`src/rtl/irpq_pkg.sv`:
```
`timescale 1ns / 1ps
`default_nettype none

package irpq_pkg;

    // register and field widths
    localparam int CFG_W      = 14;
    localparam int CFG_IDX_W  = 3;
    localparam int PULSE_W    = 16;
    localparam int IDX_W      = 7;
    localparam int SYM_CNT_W  = 4;
    localparam int CODE_W     = 20;

    // head mark must start within this many pulses of the burst
    localparam logic [IDX_W-1:0] HEAD_SEARCH_PULSES = 7'd10;
    localparam logic [IDX_W-1:0] IDX_MAX            = 7'd127;
    localparam logic [SYM_CNT_W-1:0] FRAME_SYMBOLS  = 4'd10;

    // depth of the queue between classifier and decoder
    localparam int Q_DEPTH = 2;

    // register reset values
    localparam logic [CFG_W-1:0] RST_HEAD_MARK  = 14'd1009;
    localparam logic [CFG_W-1:0] RST_HEAD_SPACE = 14'd588;
    localparam logic [CFG_W-1:0] RST_SYM0       = 14'd588;
    localparam logic [CFG_W-1:0] RST_SYM1       = 14'd882;
    localparam logic [CFG_W-1:0] RST_SYM2       = 14'd1176;
    localparam logic [CFG_W-1:0] RST_SYM3       = 14'd1470;

    // register indexes
    typedef enum logic [CFG_IDX_W-1:0] {
        CFG_HEAD_MARK  = 3'd0,
        CFG_HEAD_SPACE = 3'd1,
        CFG_SYM0       = 3'd2,
        CFG_SYM1       = 3'd3,
        CFG_SYM2       = 3'd4,
        CFG_SYM3       = 3'd5
    } t_cfg_idx;

    // symbol codes
    typedef enum logic [1:0] {
        SYM_00 = 2'd0,
        SYM_01 = 2'd1,
        SYM_10 = 2'd2,
        SYM_11 = 2'd3
    } t_sym;

    // one captured pulse
    typedef struct packed {
        logic [PULSE_W-1:0] pulse_us;
        logic               pulse_level;
        logic               last_pulse;
    } t_in_item;

    // one decoded burst
    typedef struct packed {
        logic       frame_found;
        logic [7:0] address;
        logic [7:0] command;
        logic [3:0] check_nibble;
        logic       check_ok;
        logic [3:0] symbol_count;
    } t_out_item;

    // classified pulse handed from front to back
    typedef struct packed {
        logic mark_ok;
        logic space_ok;
        logic sym_ok;
        t_sym sym;
        logic last;
    } t_pulse_class;

endpackage

`default_nettype wire

```
`src/rtl/irpq_front.sv`:
```
`timescale 1ns / 1ps
`default_nettype none

module irpq_front
    import irpq_pkg::*;
(
    input  wire logic                 i_clk,
    input  wire logic                 i_rst_n,
    input  wire logic                 i_cfg_we,
    input  wire logic [CFG_IDX_W-1:0] i_cfg_idx,
    input  wire logic [CFG_W-1:0]     i_cfg_data,
    input  wire t_in_item             i_item,
    output t_pulse_class              o_class
);

    logic [CFG_W-1:0] r_head_mark, r_head_space;
    logic [CFG_W-1:0] r_sym0, r_sym1, r_sym2, r_sym3;

    // strict +-20% window: 5p > 4n and 5p < 6n
    function automatic logic head_win(input logic [PULSE_W-1:0] p, input logic [CFG_W-1:0] n);
        logic [18:0] p5;
        logic [18:0] n4;
        logic [18:0] n6;
        begin
            p5 = (19'(p) << 2) + 19'(p);
            n4 = 19'(n) << 2;
            n6 = (19'(n) << 2) + (19'(n) << 1);
            head_win = (p5 > n4) && (p5 < n6);
        end
    endfunction

    // inclusive floor(0.9n)..floor(1.1n): 10p + 10 > 9n and 10p <= 11n
    function automatic logic sym_win(input logic [PULSE_W-1:0] p, input logic [CFG_W-1:0] n);
        logic [19:0] p10;
        logic [19:0] n9;
        logic [19:0] n11;
        begin
            p10 = (20'(p) << 3) + (20'(p) << 1);
            n9  = (20'(n) << 3) + 20'(n);
            n11 = (20'(n) << 3) + (20'(n) << 1) + 20'(n);
            sym_win = ((p10 + 20'd10) > n9) && (p10 <= n11);
        end
    endfunction

    // configuration registers
    always_ff @(posedge i_clk) begin
        if (!i_rst_n) begin
            r_head_mark  <= RST_HEAD_MARK;
            r_head_space <= RST_HEAD_SPACE;
            r_sym0       <= RST_SYM0;
            r_sym1       <= RST_SYM1;
            r_sym2       <= RST_SYM2;
            r_sym3       <= RST_SYM3;
        end else if (i_cfg_we) begin
            case (i_cfg_idx)
                CFG_HEAD_MARK:  r_head_mark  <= i_cfg_data;
                CFG_HEAD_SPACE: r_head_space <= i_cfg_data;
                CFG_SYM0:       r_sym0       <= i_cfg_data;
                CFG_SYM1:       r_sym1       <= i_cfg_data;
                CFG_SYM2:       r_sym2       <= i_cfg_data;
                CFG_SYM3:       r_sym3       <= i_cfg_data;
                default: ;
            endcase
        end
    end

    // window classification of the incoming pulse
    logic w0, w1, w2, w3;
    assign w0 = sym_win(i_item.pulse_us, r_sym0);
    assign w1 = sym_win(i_item.pulse_us, r_sym1);
    assign w2 = sym_win(i_item.pulse_us, r_sym2);
    assign w3 = sym_win(i_item.pulse_us, r_sym3);

    always_comb begin
        o_class.mark_ok  = i_item.pulse_level && head_win(i_item.pulse_us, r_head_mark);
        o_class.space_ok = !i_item.pulse_level && head_win(i_item.pulse_us, r_head_space);
        o_class.sym_ok   = w0 || w1 || w2 || w3;
        o_class.last     = i_item.last_pulse;
        // first matching window wins
        priority if (w0) o_class.sym = SYM_00;
        else if (w1)     o_class.sym = SYM_01;
        else if (w2)     o_class.sym = SYM_10;
        else if (w3)     o_class.sym = SYM_11;
        else             o_class.sym = SYM_00;
    end

endmodule

`default_nettype wire

```
`src/rtl/irpq_queue.sv`:
```
`timescale 1ns / 1ps
`default_nettype none

module irpq_queue
    import irpq_pkg::*;
(
    input  wire logic   i_clk,
    input  wire logic   i_rst_n,
    input  wire logic   i_push,
    input  wire t_pulse_class i_data,
    output logic        o_full,
    input  wire logic   i_pop,
    output logic        o_valid,
    output t_pulse_class o_data
);

    localparam int QPW = (Q_DEPTH > 1) ? $clog2(Q_DEPTH) : 1;
    localparam int QCW = $clog2(Q_DEPTH + 1);
    localparam logic [QPW-1:0] PTR_LAST = QPW'(Q_DEPTH - 1);
    localparam logic [QCW-1:0] CNT_FULL = QCW'(Q_DEPTH);

    t_pulse_class     r_mem [Q_DEPTH];
    logic [QPW-1:0]   r_wr_ptr, r_rd_ptr;
    logic [QCW-1:0]   r_count;

    assign o_full  = (r_count == CNT_FULL);
    assign o_valid = (r_count != '0);
    assign o_data  = r_mem[r_rd_ptr];

    // storage
    always_ff @(posedge i_clk) begin
        if (i_push) begin
            r_mem[r_wr_ptr] <= i_data;
        end
    end

    // pointers and fill count
    always_ff @(posedge i_clk) begin
        if (!i_rst_n) begin
            r_wr_ptr <= '0;
            r_rd_ptr <= '0;
            r_count  <= '0;
        end else begin
            if (i_push) begin
                r_wr_ptr <= (r_wr_ptr == PTR_LAST) ? '0 : r_wr_ptr + 1'b1;
            end
            if (i_pop) begin
                r_rd_ptr <= (r_rd_ptr == PTR_LAST) ? '0 : r_rd_ptr + 1'b1;
            end
            if (i_push && !i_pop) begin
                r_count <= r_count + 1'b1;
            end else if (!i_push && i_pop) begin
                r_count <= r_count - 1'b1;
            end
        end
    end

endmodule

`default_nettype wire

```
`src/rtl/irpq_back.sv`:
```
`timescale 1ns / 1ps
`default_nettype none

module irpq_back
    import irpq_pkg::*;
(
    input  wire logic    i_clk,
    input  wire logic    i_rst_n,
    input  wire logic    i_valid,
    input  wire t_pulse_class i_class,
    output logic         o_pop,
    output logic         o_out_valid,
    input  wire logic    i_out_stall,
    output t_out_item    o_out_data
);

    typedef enum logic [2:0] {
        PH_SEARCH = 3'b001,
        PH_DECODE = 3'b010,
        PH_STOP   = 3'b100
    } t_phase;

    t_phase                 r_phase, n_phase;
    logic [IDX_W-1:0]       r_idx, n_idx;
    logic                   r_hms, n_hms;
    logic                   r_exp, n_exp;
    logic [SYM_CNT_W-1:0]   r_cnt, n_cnt;
    logic [CODE_W-1:0]      r_code, n_code;
    logic                   r_out_valid;
    t_out_item              r_out, n_out;
    logic                   found;

    // take a pulse unless it ends a burst and the result slot is busy
    assign o_pop       = i_valid && (!i_class.last || !r_out_valid || !i_out_stall);
    assign o_out_valid = r_out_valid;
    assign o_out_data  = r_out;

    // burst state update for one pulse
    always_comb begin
        n_phase = r_phase;
        n_hms   = r_hms;
        n_exp   = r_exp;
        n_cnt   = r_cnt;
        n_code  = r_code;
        found   = 1'b0;
        unique case (r_phase)
            PH_SEARCH: begin
                found = r_hms && i_class.space_ok;
                if (found) begin
                    n_phase = PH_DECODE;
                    n_exp   = 1'b0;
                end
                n_hms = !found && (r_idx < HEAD_SEARCH_PULSES) && i_class.mark_ok;
            end
            PH_DECODE: begin
                n_exp = !r_exp;
                if (r_exp) begin
                    if (!i_class.sym_ok) begin
                        n_phase = PH_STOP;
                    end else begin
                        n_code = {r_code[CODE_W-3:0], i_class.sym};
                        n_cnt  = r_cnt + 1'b1;
                        if (r_cnt + 1'b1 >= FRAME_SYMBOLS) begin
                            n_phase = PH_STOP;
                        end
                    end
                end
            end
            PH_STOP: ;
            default: n_phase = PH_SEARCH;
        endcase
        n_idx = (r_idx < IDX_MAX) ? r_idx + 1'b1 : r_idx;
    end

    // result fields from the state after this pulse
    always_comb begin
        logic [SYM_CNT_W-1:0] n;
        logic [3:0]           x;
        n_out = '0;
        n = (n_phase != PH_SEARCH) ? n_cnt : '0;
        n_out.frame_found  = (n_phase != PH_SEARCH);
        n_out.symbol_count = n;
        unique case (n)
            4'd1: n_out.address = {4'b0, n_code[1:0], 2'b0};
            4'd2: n_out.address = {2'b0, n_code[3:0], 2'b0};
            4'd3: n_out.address = {n_code[5:0], 2'b0};
            4'd4: n_out.address = n_code[7:0];
            4'd5: begin
                n_out.address = n_code[9:2];
                n_out.command = {4'b0, n_code[1:0], 2'b0};
            end
            4'd6: begin
                n_out.address = n_code[11:4];
                n_out.command = {2'b0, n_code[3:0], 2'b0};
            end
            4'd7: begin
                n_out.address = n_code[13:6];
                n_out.command = {n_code[5:0], 2'b0};
            end
            4'd8: begin
                n_out.address = n_code[15:8];
                n_out.command = n_code[7:0];
            end
            4'd9: begin
                n_out.address      = n_code[17:10];
                n_out.command      = n_code[9:2];
                n_out.check_nibble = {n_code[1:0], 2'b0};
            end
            4'd10: begin
                n_out.address      = n_code[19:12];
                n_out.command      = n_code[11:4];
                n_out.check_nibble = n_code[3:0];
            end
            default: ;
        endcase
        x = n_out.address[7:4] ^ n_out.address[3:0]
            ^ n_out.command[7:4] ^ n_out.command[3:0];
        n_out.check_ok = n_out.frame_found && (x == n_out.check_nibble);
    end

    // burst state registers, cleared after the last pulse
    always_ff @(posedge i_clk) begin
        if (!i_rst_n) begin
            r_phase <= PH_SEARCH;
            r_idx   <= '0;
            r_hms   <= 1'b0;
            r_exp   <= 1'b0;
            r_cnt   <= '0;
            r_code  <= '0;
        end else if (o_pop) begin
            if (i_class.last) begin
                r_phase <= PH_SEARCH;
                r_idx   <= '0;
                r_hms   <= 1'b0;
                r_exp   <= 1'b0;
                r_cnt   <= '0;
                r_code  <= '0;
            end else begin
                r_phase <= n_phase;
                r_idx   <= n_idx;
                r_hms   <= n_hms;
                r_exp   <= n_exp;
                r_cnt   <= n_cnt;
                r_code  <= n_code;
            end
        end
    end

    // result register
    always_ff @(posedge i_clk) begin
        if (!i_rst_n) begin
            r_out_valid <= 1'b0;
        end else if (o_pop && i_class.last) begin
            r_out_valid <= 1'b1;
        end else if (!i_out_stall) begin
            r_out_valid <= 1'b0;
        end
    end

    always_ff @(posedge i_clk) begin
        if (o_pop && i_class.last) begin
            r_out <= n_out;
        end
    end

endmodule

`default_nettype wire

```
`src/rtl/ir_pulse_width_quad_decoder.sv`:
```
`timescale 1ns / 1ps
`default_nettype none

// Infrared pulse-distance decoder with 2-bit symbols. One captured pulse
// (duration, level, last-of-burst flag) is taken per clock while the
// two-entry queue between the window classifier and the burst decoder
// is not full; it and a registered result stage keep pulses flowing
// while a result waits, but a burst's last pulse waits for the result
// slot, loaded when the decoder pops that pulse. Registers are written
// through the plain write port (index 0 head mark, 1 head space, 2..5
// symbol spaces 00..11, 14 bits each) and should only change while the
// decoder is idle. No clearing pass is needed after reset.
module ir_pulse_width_quad_decoder
    import irpq_pkg::*;
(
    input  wire logic                 i_clk,
    input  wire logic                 i_rst_n,
    input  wire logic                 i_cfg_we,
    input  wire logic [CFG_IDX_W-1:0] i_cfg_idx,
    input  wire logic [CFG_W-1:0]     i_cfg_data,
    input  wire logic                 i_in_valid,
    output logic                      o_in_stall,
    input  wire t_in_item             i_in_data,
    output logic                      o_out_valid,
    input  wire logic                 i_out_stall,
    output t_out_item                 o_out_data
);

    t_pulse_class front_class, q_class;
    logic         q_full, q_valid, q_pop, q_push;

    assign o_in_stall = q_full;
    assign q_push     = i_in_valid && !q_full;

    // window classification and registers
    irpq_front u_front (
        .i_clk      (i_clk),
        .i_rst_n    (i_rst_n),
        .i_cfg_we   (i_cfg_we),
        .i_cfg_idx  (i_cfg_idx),
        .i_cfg_data (i_cfg_data),
        .i_item     (i_in_data),
        .o_class    (front_class)
    );

    // decoupling queue
    irpq_queue u_queue (
        .i_clk   (i_clk),
        .i_rst_n (i_rst_n),
        .i_push  (q_push),
        .i_data  (front_class),
        .o_full  (q_full),
        .i_pop   (q_pop),
        .o_valid (q_valid),
        .o_data  (q_class)
    );

    // burst decoding and result stage
    irpq_back u_back (
        .i_clk       (i_clk),
        .i_rst_n     (i_rst_n),
        .i_valid     (q_valid),
        .i_class     (q_class),
        .o_pop       (q_pop),
        .o_out_valid (o_out_valid),
        .i_out_stall (i_out_stall),
        .o_out_data  (o_out_data)
    );

endmodule

`default_nettype wire

```
`config.mk`:
```
export PLATFORM = sky130hd
export DESIGN_NAME = ir_pulse_width_quad_decoder
export DESIGN_NICKNAME = d
export VERILOG_FILES = /design/src/rtl/irpq_pkg.sv /design/src/rtl/irpq_front.sv /design/src/rtl/irpq_queue.sv /design/src/rtl/irpq_back.sv /design/src/rtl/ir_pulse_width_quad_decoder.sv
export SDC_FILE = /design/constraint.sdc
export NUM_CORES = 1
export LEC_CHECK = 0
export ABC_CLOCK_PERIOD_IN_PS = 6170
export BUFFER_PORTS_ARGS = -buffer_cell sky130_fd_sc_hd__buf_2
export CORE_MARGIN = 1.5
export CORE_UTILIZATION = 55
export DETAILED_ROUTE_END_ITERATION = 8
export PLACE_DENSITY = 0.74
export SETUP_SLACK_MARGIN = 0.3
export SYNTH_ARGS = -nofsm -noshare
export SYNTH_HDL_FRONTEND = slang
export SYNTH_SLANG_ARGS = --single-unit
```
`constraint.sdc`:
```
create_clock -name i_clk -period 6.17 [get_ports i_clk]
set_input_delay 0.3085 -clock i_clk [delete_from_list [all_inputs] [get_ports i_clk]]
set_output_delay 0.3085 -clock i_clk [all_outputs]
set_load 0.03 [all_outputs]
```
# [Word-level counts from Yosys, hierarchy flattened]
# Memory sizes are Yosys's and may differ from the RTL's. A register that Yosys moved wholly into a read port is not among the register bits.
# Index checks and enable logic that the tools add are counted.
[totals] regBits=151 mem_bits_rw=12 inputBits=40 output_inout_bits=28 word_cells=172 n_memories=1
[mem_list] memory="u_queue.r_mem" words=2 width=6 read_ports=1 rd_clocked_by_memory_dff=1 wr=1 line="irpq_queue.sv:22" source="t_pulse_class r_mem [Q_DEPTH];"
[classes] add_sub_neg=23 order_cmp=15 n_eq_ne=23 muxes=39 bitwise_logic=3 n_reduce_logical=46
[op_table] op="adder 20 x 14 -> 20 bit" n=4
[op_table] op="> comparator 20 bit" n=4
[op_table] op="<= comparator 20 bit" n=4
[op_table] op="2-to-1 mux 20 bit" n=4
[op_table] op="case mux 8 bit (10 select lines)" n=1
[op_table] op="adder 17 x 14 -> 18 bit" n=4
[op_table] op="adder 17 x 15 -> 18 bit" n=4
[op_table] op="case mux 8 bit (6 select lines)" n=1
[op_table] op="> comparator 19 x 16 -> 1 bit" n=2
[op_table] op="< comparator 19 bit" n=2
[op_table] op="adder 16 x 15 -> 17 bit" n=2
[op_table] op="adder 19 x 17 -> 20 bit" n=1
[op_table] op="adder 20 x 4 -> 20 bit, second input constant" n=1
[op_table] op="2-to-1 mux 4 bit" n=5
[op_table] op="adder 18 x 16 -> 19 bit" n=1
[op_table] op="logical AND 1 bit" n=17
[op_table] op="== test 4 x 3 -> 1 bit, second input constant" n=4
[op_table] op="AND reduction 2 bit" n=8
[op_table] op="2-to-1 mux 3 bit" n=5
[op_table] op="2-to-1 mux 7 bit" n=2
[op_table] op="== test 4 bit, second input constant" n=3
[op_table] op="2-to-1 mux 1 bit" n=12
[op_table] op="2-to-1 mux 2 bit" n=6
[op_table] op="bitwise XOR 4 bit" n=3
[op_table] op="26 further kinds" n=49

# [Depth between registers and ports, before layout]
# Gate-level depths: netlist (run 1).
[depth] ltp_word=15 ltp_mapped=28 ltp_nobuf=28

# [Cells and area by module]
# Synthesis (run 1) repeated with hierarchy kept, for this count alone.
[hier_totals] hier_cells=2363 hier_area_um2=20017.9
[by_module_without_submodules] mod="irpq_front" n_inst=1 cells_each=1851 area_per_inst_um2=15168.3 seq_area_each_um2=1681.6
[by_module_without_submodules] mod="irpq_back" n_inst=1 cells_each=470 area_per_inst_um2=4182.8 seq_area_each_um2=1521.5
[by_module_without_submodules] mod="irpq_queue" n_inst=1 cells_each=41 area_per_inst_um2=653.1 seq_area_each_um2=460.4
[by_module_without_submodules] mod="ir_pulse_width_quad_decoder" n_inst=1 cells_each=1 area_per_inst_um2=13.8 seq_area_each_um2=0.0

# [Worst setup path before layout (run 1)]
# OpenSTA, ideal clock, no wires.
[synth_timing] path_type="register -> register" start="reg u_front.r_sym1[1]" end="mem u_queue.r_mem[0][2] in the netlist's numbering, data pin" setup_time_ns=0.257 arrival_time_ns=4.776 required_ns=5.913 slack_ns=1.137 stages_incl_launch_ff=28 n_path_buf=0 period_less_slack_ns=5.033 cell_sequence="dfxtp_1 inv_1 fa_1 inv_1 a21oi_1 o21bai_1 a21o_1 a31o_2 a21oi_1 xnor2_1 ha_1 nand3_1 nand2_1 a41oi_1 nand2b_1 a21oi_1 xor2_1 ha_1 a21o_1 a21oi_1 nor2b_1 o21ai_0 nand2b_1 a221o_1 a21o_1 a221o_1 nor2b_1 nor2b_1"
[synth_rtl] item="start: declaration" line="irpq_front.sv:17" source="logic [CFG_W-1:0] r_sym0, r_sym1, r_sym2, r_sym3;"
[synth_rtl] item="start signal: assignment" line="irpq_front.sv:59" source="CFG_SYM1: r_sym1 <= i_cfg_data;"
[synth_rtl] item="end: declaration" line="irpq_queue.sv:22"

==> flow_summary.yaml, run 1 <==
status:
  run_status: "finished clean"
clocking:
  cts_tree: "done"
  cts.sink_count: 164
  cts_made_buffers: 17
  worst_case_clock_buffer_depth: 2
  clock_tree.htree_level_count: 4
  hold_buffers: 0
  cts_root_buf: "clkbuf_16"
  clk-insertion-delay-late_ns: 0.47
  path_clk_slew_ns: 0.07
die:
  design.portCount: 68
  fp-row-count: 70
  dieArea_um2: 38900
  core_area_um2: 36900
  start_util_pct: 56.2
  die_height_um: 197
  die_width_um: 197
yosys:
  synth_top_flop_cell: "dfxtp_1"
  synth.yosys.warnings: 0
  number_of_synthesized_flops_with_an_enable_pin: 38
  synth.top_cells.by_area: "ha_1 (23%), dfxtp_1 (12%), edfxtp_1 (5.5%)"
  async_flop_share_pct: 0
  syn_avg_cell_area_um2: 8.10
  post_synth_inst_count: 2560
  synth_top_area_share_pct: 23.2
  post-synth-top-area-cell: "ha_1"
  synth.ff_latch_count: 164
  netlist_area_um2: 20700
  seq_area_frac_synth_pct: 17.7
  ys_types: 87
critical_path:
  reg2reg_setup_slack_ns: 0.66
  cp_common_cell: "a21oi_1"
  worst_r2r_path_depth: 28
  critical_path.startpoint_type: "register"
  r2r_end: "u_queue.r_mem[1][2]$_DFFE_PP_"
  critical-path-slowest-cell: "dfxtp_1"
  critPathCaptureType: "register"
  worst_r2r_startpoint: "u_front.r_sym1[2]$_SDFFE_PN0P_"
  arrival_ns: 5.72
  critPathRequiredTime_ns: 6.38
  cpPeakStageDelay_ns: 0.48
  worst-path-max-fanout: 7
  worst-setup-path-type: "register to register"
hold_path:
  min_delay_src: "i_in_data[0]"
  worst_hold_stages: 1
  worst_hold_path.endpoint: "u_queue.r_mem[0][0]$_DFFE_PP_"
  worstHoldPathType: "primary input to register"
timing:
  totalNegativeSetupSlack_ns: 0
  slew_headroom_pct: 17.3
  final-max-slew-violation-count: 0
  worst_skew_ns: 0.0168
  report.final.hold_viol_count: 0
  timing.final.crit_share_pct: 89.4
  hold_ws_ns: 0.0482
  finalCriticalPeriod_ns: 5.51
  max_slew.worst_pin.slew_ns: 1.24
  timing.final.setup_violations: 0
  postLayoutSetupSlackWorst_ns: 0.656
  rsz_0062_raised_after_global_routing: "no"
  highest_achievable_clock_rate_ghz: 0.181
grt:
  grt_start_max_net_pins: 70
  globalRouteMet2Util_pct: 55.0
  top_usage_layer: "met2"
  globalRouteTotalUtil_pct: 33.8
  grt_antenna_before_repair: 1
  met1_track_usage_gr_pct: 42.7
  first_global_vias: 18900
  grt_met3_use_pct: 6.59
  grt_first_pass_wirelength_um: 103000
  grt_remaining_overflow: 0
finish:
  areaGrowthSynthToFinish_pct: 7.48
  filler_cell_count: 3290
  drive_gt1_share_pct: 6.96
  postLayoutCellArea_um2: 22300
  fin_nets: 3061
  utilization_pct: 60.4
detailed_routing:
  remaining_antenna_violation_count: 0
  drtIter0Drc: 1484
  post_drt_via_cell_ratio: 6.29
  detailed_route_wire_length_per_cell_um: 20.8
  drt_pre_antenna_iters: 7
  finalWirelength_um: 65200
  number_of_vias_after_detailed_routing: 19700
  drc_errors: 0
job:
  number_of_max_cap_violations: 0
placed_design:
  io_buffer_count: 67
  placedInstanceArea_um2: 21700
  hpwl_um: 49200
  place_congestion: 0.993
  preCtsSetupSlack_ns: 0.563
power:
  power_density_nw_per_um2: 205
  leakagePower_nw: 9.72
  worst_ir_drop_vdd_v: 0.000296
==> power by group <==
part	internal, mW	switching (mW)	total, mW
combinational	0.876	1.39	2.27
sequential	1.21	0.0670	1.28
clock	0.516	0.514	1.03
==> cells in the mapped netlist (10+ instances only) <==
master,count
ha_1,385
nand2_1,270
a21oi_1,181
nor2_1,142
inv_1,136
o21ai_0,128
dfxtp_1,126
xnor2_1,124
a21o_1,91
xor2_1,80
nand3_1,75
nor2b_1,71
a21boi_0,59
clkbuf_1,58
nor3_1,57
nand4_1,48
o21bai_1,39
edfxtp_1,38
nand2b_1,32
o211ai_1,30
o21a_1,29
a31oi_1,22
and2_1,22
a22oi_1,20
and3_1,20
fa_1,19
a211oi_1,18
mux2i_1,14
o2111ai_1,11
or3_1,11
a211o_1,10
mux2_2,10
==> registers in the layout, summed over array words and instances (netlist names), 4 cells and up, named ones only <==
signal,count
u_front.r_head_space,14
u_back.r_code,20
u_front.r_sym0,14
u_back.r_idx,7
u_queue.r_mem,12
u_back.r_cnt,4
u_front.r_sym3,14
u_front.r_head_mark,14
u_back.o_out_data,26
u_front.r_sym1,14
u_front.r_sym2,14
==> critical path: cells and delay by family (launching register included) <==
kind,cells,cell delay (ns)
AND/OR/NAND/NOR,7,0.71
AO/OA/AOI/OAI,13,2.41
buffers and inverters,2,0.12
adder cells (fa/ha/maj),4,1.21
XOR/XNOR,2,0.31
flip-flops,1,0.48
==> routing by layer <==
metal | part of all wire [%] | up-vias | wire length [um]
met4 | 5.2 | 0 | 3390
met3 | 7.7 | 171 | 5020
met1 | 43 | 9283 | 27800
li1 | - | 9546 | -
met2 | 44 | 727 | 28900
met5 | 0 | - | 0
==> worst max-delay path by stage <==
| stage | startpoint | endpoint | slack [ns] | cells past startpoint |
|---|---|---|---|---|
| detailed placement | u_front.r_sym0[0]$_SDFFE_PN0P_ | u_queue.r_mem[0][2]$_DFFE_PP_ | 0.56 | 25 |
| finish | u_front.r_sym1[2]$_SDFFE_PN0P_ | u_queue.r_mem[1][2]$_DFFE_PP_ | 0.66 | 28 |
| global placement | u_front.r_sym0[0]$_SDFFE_PN0P_ | u_queue.r_mem[0][2]$_DFFE_PP_ | 0.62 | 25 |
| floorplan | u_front.r_sym1[1]$_SDFFE_PN1P_ | u_queue.r_mem[0][2]$_DFFE_PP_ | 1.14 | 27 |
| global route | u_front.r_sym3[0]$_SDFFE_PN0P_ | u_queue.r_mem[1][1]$_DFFE_PP_ | 0.28 | 26 |
| CTS | u_front.r_sym0[0]$_SDFFE_PN0P_ | u_queue.r_mem[1][2]$_DFFE_PP_ | 0.45 | 25 |
==> timing repair <==
action                     4_1_cts  5_1_grt
buffers inserted                 0        1
setup endpoints to repair        0        6
resized for setup                0       16
==> cell usage in the layout (no fill, tap or decap), types with 22 or more instances in the layout <==
| master | netlist | final |
|---|---|---|
| nand3_1 | 75 | 75 |
| xnor2_1 | 124 | 122 |
| o21ai_0 | 128 | 125 |
| edfxtp_1 | 38 | 38 |
| nand2_1 | 270 | 270 |
| nand2b_1 | 32 | 32 |
| a21boi_0 | 59 | 58 |
| xor2_1 | 80 | 80 |
| inv_1 | 136 | 136 |
| nor2b_1 | 71 | 71 |
| ha_1 | 385 | 385 |
| a21o_1 | 91 | 91 |
| nand4_1 | 48 | 48 |
| buf_2 | 4 | 66 |
| and2_1 | 22 | 22 |
| buf_4 | 0 | 35 |
| dfxtp_1 | 126 | 116 |
| o21a_1 | 29 | 29 |
| o21bai_1 | 39 | 39 |
| a21oi_1 | 181 | 181 |
| o211ai_1 | 30 | 30 |
| nor2_1 | 142 | 141 |
| a31oi_1 | 22 | 22 |
| nor3_1 | 57 | 55 |
==> through the flow <==
stage,total power [mW],cells
finish,4.58,3135
global route,4.87,3134
CTS,4.55,3133
detailed placement,3.51,3101
global placement,3.43,3101
floorplan,2.84,2563
==> cells by family after synthesis <==
logic type / Yosys count / synth area share (%)
xor+xnor: 205 / 8.73
flops: 164 / 17.7
compound gates: 759 / 24.7
fa+ha+maj: 404 / 25.1
simple gates: 801 / 18.9
mux: 24 / 1.22
buf+inv: 202 / 3.72
other cells: 1 / 0.0181
==> area by class of cell <==
cell class                 count  area, um2  area share, %
multi-input combinational   2197      16300           73.3
sequential                   164       3680           16.5
tap                          504        631           2.83
timing repair buffer         101        593           2.66
inverter                     136        510           2.29
clock buffer                  17        425           1.91
clock inverter                15        103          0.461
antenna                        1       2.50         0.0112
No activity file was read; power rests on OpenSTA's default activity.
==> run 2, diff against run 1 <==
- BUFFER_PORTS_ARGS: -buffer_cell sky130_fd_sc_hd__buf_2 -> not set
- CORE_MARGIN: 1.5 -> not set
- DONT_BUFFER_PORTS: not set -> 1
- PLACE_DENSITY: 0.74 -> 0.72
==> run 2 against run 1 <==
Clock skew fell by 0.0021 ns. Sequential power increased by 9%. Die area shrank 1.0%. Hold slack worse by 0.041 ns. Cell area increased by 0.43%. Sequential cell count unchanged. Critical endpoint unchanged. Combinational power decreased by 6%. Core utilization grew 0.26 points. Maximum frequency about the same. Global-route usage rose by 0.90 points.
==> flow_summary.yaml, run 2 (synthesized netlist as in run 1, its figures left out) <==
status:
  run_status: "finished clean"
critical_path:
  worst-path-max-fanout: 8
  critPathCaptureType: "register"
  critPathRequiredTime_ns: 6.50
  critical_path.startpoint_type: "register"
  arrival_ns: 5.84
  worst-setup-path-type: "register to register"
  worst_r2r_path_depth: 24
hold_path:
  worst_hold_stages: 2
  worstHoldPathType: "primary input to register"
die:
  die_height_um: 196
  fp-row-count: 70
  design.portCount: 68
  core_area_um2: 36900
  start_util_pct: 56.2
  dieArea_um2: 38500
  die_width_um: 196
timing:
  finalCriticalPeriod_ns: 5.52
  totalNegativeSetupSlack_ns: 0
  timing.final.setup_violations: 0
  worst_skew_ns: 0.0147
  highest_achievable_clock_rate_ghz: 0.181
  report.final.hold_viol_count: 0
  slew_headroom_pct: 19.2
  rsz_0062_raised_after_global_routing: "no"
  max_slew.worst_pin.slew_ns: 1.21
  final-max-slew-violation-count: 0
  timing.final.crit_share_pct: 89.4
  postLayoutSetupSlackWorst_ns: 0.652
detailed_routing:
  drt_pre_antenna_iters: 8
  drtIter0Drc: 2047
  drc_errors: 0
  finalWirelength_um: 67200
  remaining_antenna_violation_count: 0
  number_of_vias_after_detailed_routing: 19900
  detailed_route_wire_length_per_cell_um: 21.7
  post_drt_via_cell_ratio: 6.42
grt:
  grt_start_max_net_pins: 81
  globalRouteTotalUtil_pct: 34.7
  first_global_vias: 19300
  grt_antenna_before_repair: 6
  grt_remaining_overflow: 0
  grt_first_pass_wirelength_um: 104000
power:
  worst_ir_drop_vdd_v: 0.000232
  leakagePower_nw: 9.64
  power_density_nw_per_um2: 210
clocking:
  clk-insertion-delay-late_ns: 0.47
  cts_root_buf: "clkbuf_16"
  cts.sink_count: 164
  worst_case_clock_buffer_depth: 2
  cts_tree: "done"
  clock_tree.htree_level_count: 4
  cts_made_buffers: 17
  path_clk_slew_ns: 0.08
  post-cts-setup-buffer-count: 0
finish:
  drive_gt1_share_pct: 5.02
  mostFrequentLayoutCell: "ha_1"
  number_of_flip_flops_under_the_largest_register_name: 26
  utilization_pct: 60.7
  areaGrowthSynthToFinish_pct: 7.95
  most-common-layout-cells: "ha_1 (385), nand2_1 (270), a21oi_1 (181)"
  fin_nets: 3021
  filler_cell_count: 3327
placed_design:
  place_congestion: 0.975
  preCtsSetupSlack_ns: 0.538
  io_buffer_count: 0
  hpwl_um: 49000
job:
  number_of_max_cap_violations: 0
-- run 2: cell count changes in the layout (fill, tap and decap cells not counted), sizes merged --
cell         before  now
buf             101   39
bufinv            0    1
clkbuf           17   18
clkinv            6    5
clkinvlp          3    0
diode             1    5
dlygate4sd3       0   22
inv             142  144
-- run 2: final timing paths --
kind | startpoint | slack (ns) | to
setup / recovery | u_front.r_sym2[0]$_SDFFE_PN0P_ | 0.65 | u_queue.r_mem[1][2]$_DFFE_PP_
hold / removal | i_cfg_data[2] | 0.008 | u_front.r_sym3[2]$_SDFFE_PN1P_
setup reg to reg | u_front.r_sym2[0]$_SDFFE_PN0P_ | 0.65 | u_queue.r_mem[1][2]$_DFFE_PP_
hold reg to reg | u_front.r_head_space[4]$_SDFFE_PN0P_ | 0.51 | u_front.r_head_space[4]$_SDFFE_PN0P_
-- run 2: critical path, cell delays in order, from the launching register on --
cell,delay (ns)
dfxtp_1,0.52
ha_1,0.23
inv_1,0.05
fa_1,0.39
nor2b_1,0.13
o21ai_0,0.10
a21oi_1,0.19
o21ai_0,0.14
a21oi_1,0.21
a21oi_1,0.12
xnor2_1,0.15
ha_1,0.34
nand3_1,0.10
nand2_1,0.05
a41oi_1,0.26
a21oi_1,0.11
o21a_1,0.22
o211ai_1,0.17
o31a_1,0.20
ha_1,0.26
a2111oi_0,0.43
o211ai_1,0.23
a221o_1,0.45
and2_1,0.18
nor2b_1,0.13
-- run 2: metal layers --
layer | vias to the layer above | share of wire (%) | GRT usage, %
met4 | 2 | 5.1 | 18.6
met5 | - | 0.019 | 0
met3 | 216 | 8.1 | 6.53
li1 | 9469 | - | -
met1 | 9393 | 41 | 42.6
met2 | 824 | 46 | 57.5
-- run 2: area by class of cell --
cell class / instances / area, um2 / area share (%)
inverter: 136 / 510 / 2.28
clock inverter: 14 / 176 / 0.789
tap: 504 / 631 / 2.82
multi-input combinational: 2197 / 16400 / 73.2
timing repair buffer: 61 / 546 / 2.44
sequential: 164 / 3680 / 16.4
clock buffer: 18 / 450 / 2.01
antenna: 5 / 12.5 / 0.0559
-- run 2: timing repair --
action                                  in CTS  in global routing
hold buffers                                22                  2
resized for setup                            0                 17
endpoints found under the setup margin       0                  6
hold endpoints to repair                   116                  2
-- run 2: power by group --
part	total, mW	switching [mW]	internal, mW
registers	1.39	0.171	1.22
clock network	1.17	0.567	0.608
logic	2.13	1.27	0.860
total	4.70	2.01	2.68
-- run 2: per-stage QoR --
stage | instance area, um2 | std cells | total power, mW | hold WS, ns
2_1_floorplan | 20700 | 2563 | 2.84 | 0.407
3_3_place_gp | 21400 | 3038 | 3.34 | 0.403
3_5_place_dp | 21400 | 3038 | 3.43 | 0.406
4_1_cts | 22300 | 3092 | 4.66 | 0.000818
5_1_grt | 22400 | 3097 | 4.97 | 0.00833
6_report | 22400 | 3099 | 4.70 | 0.00755
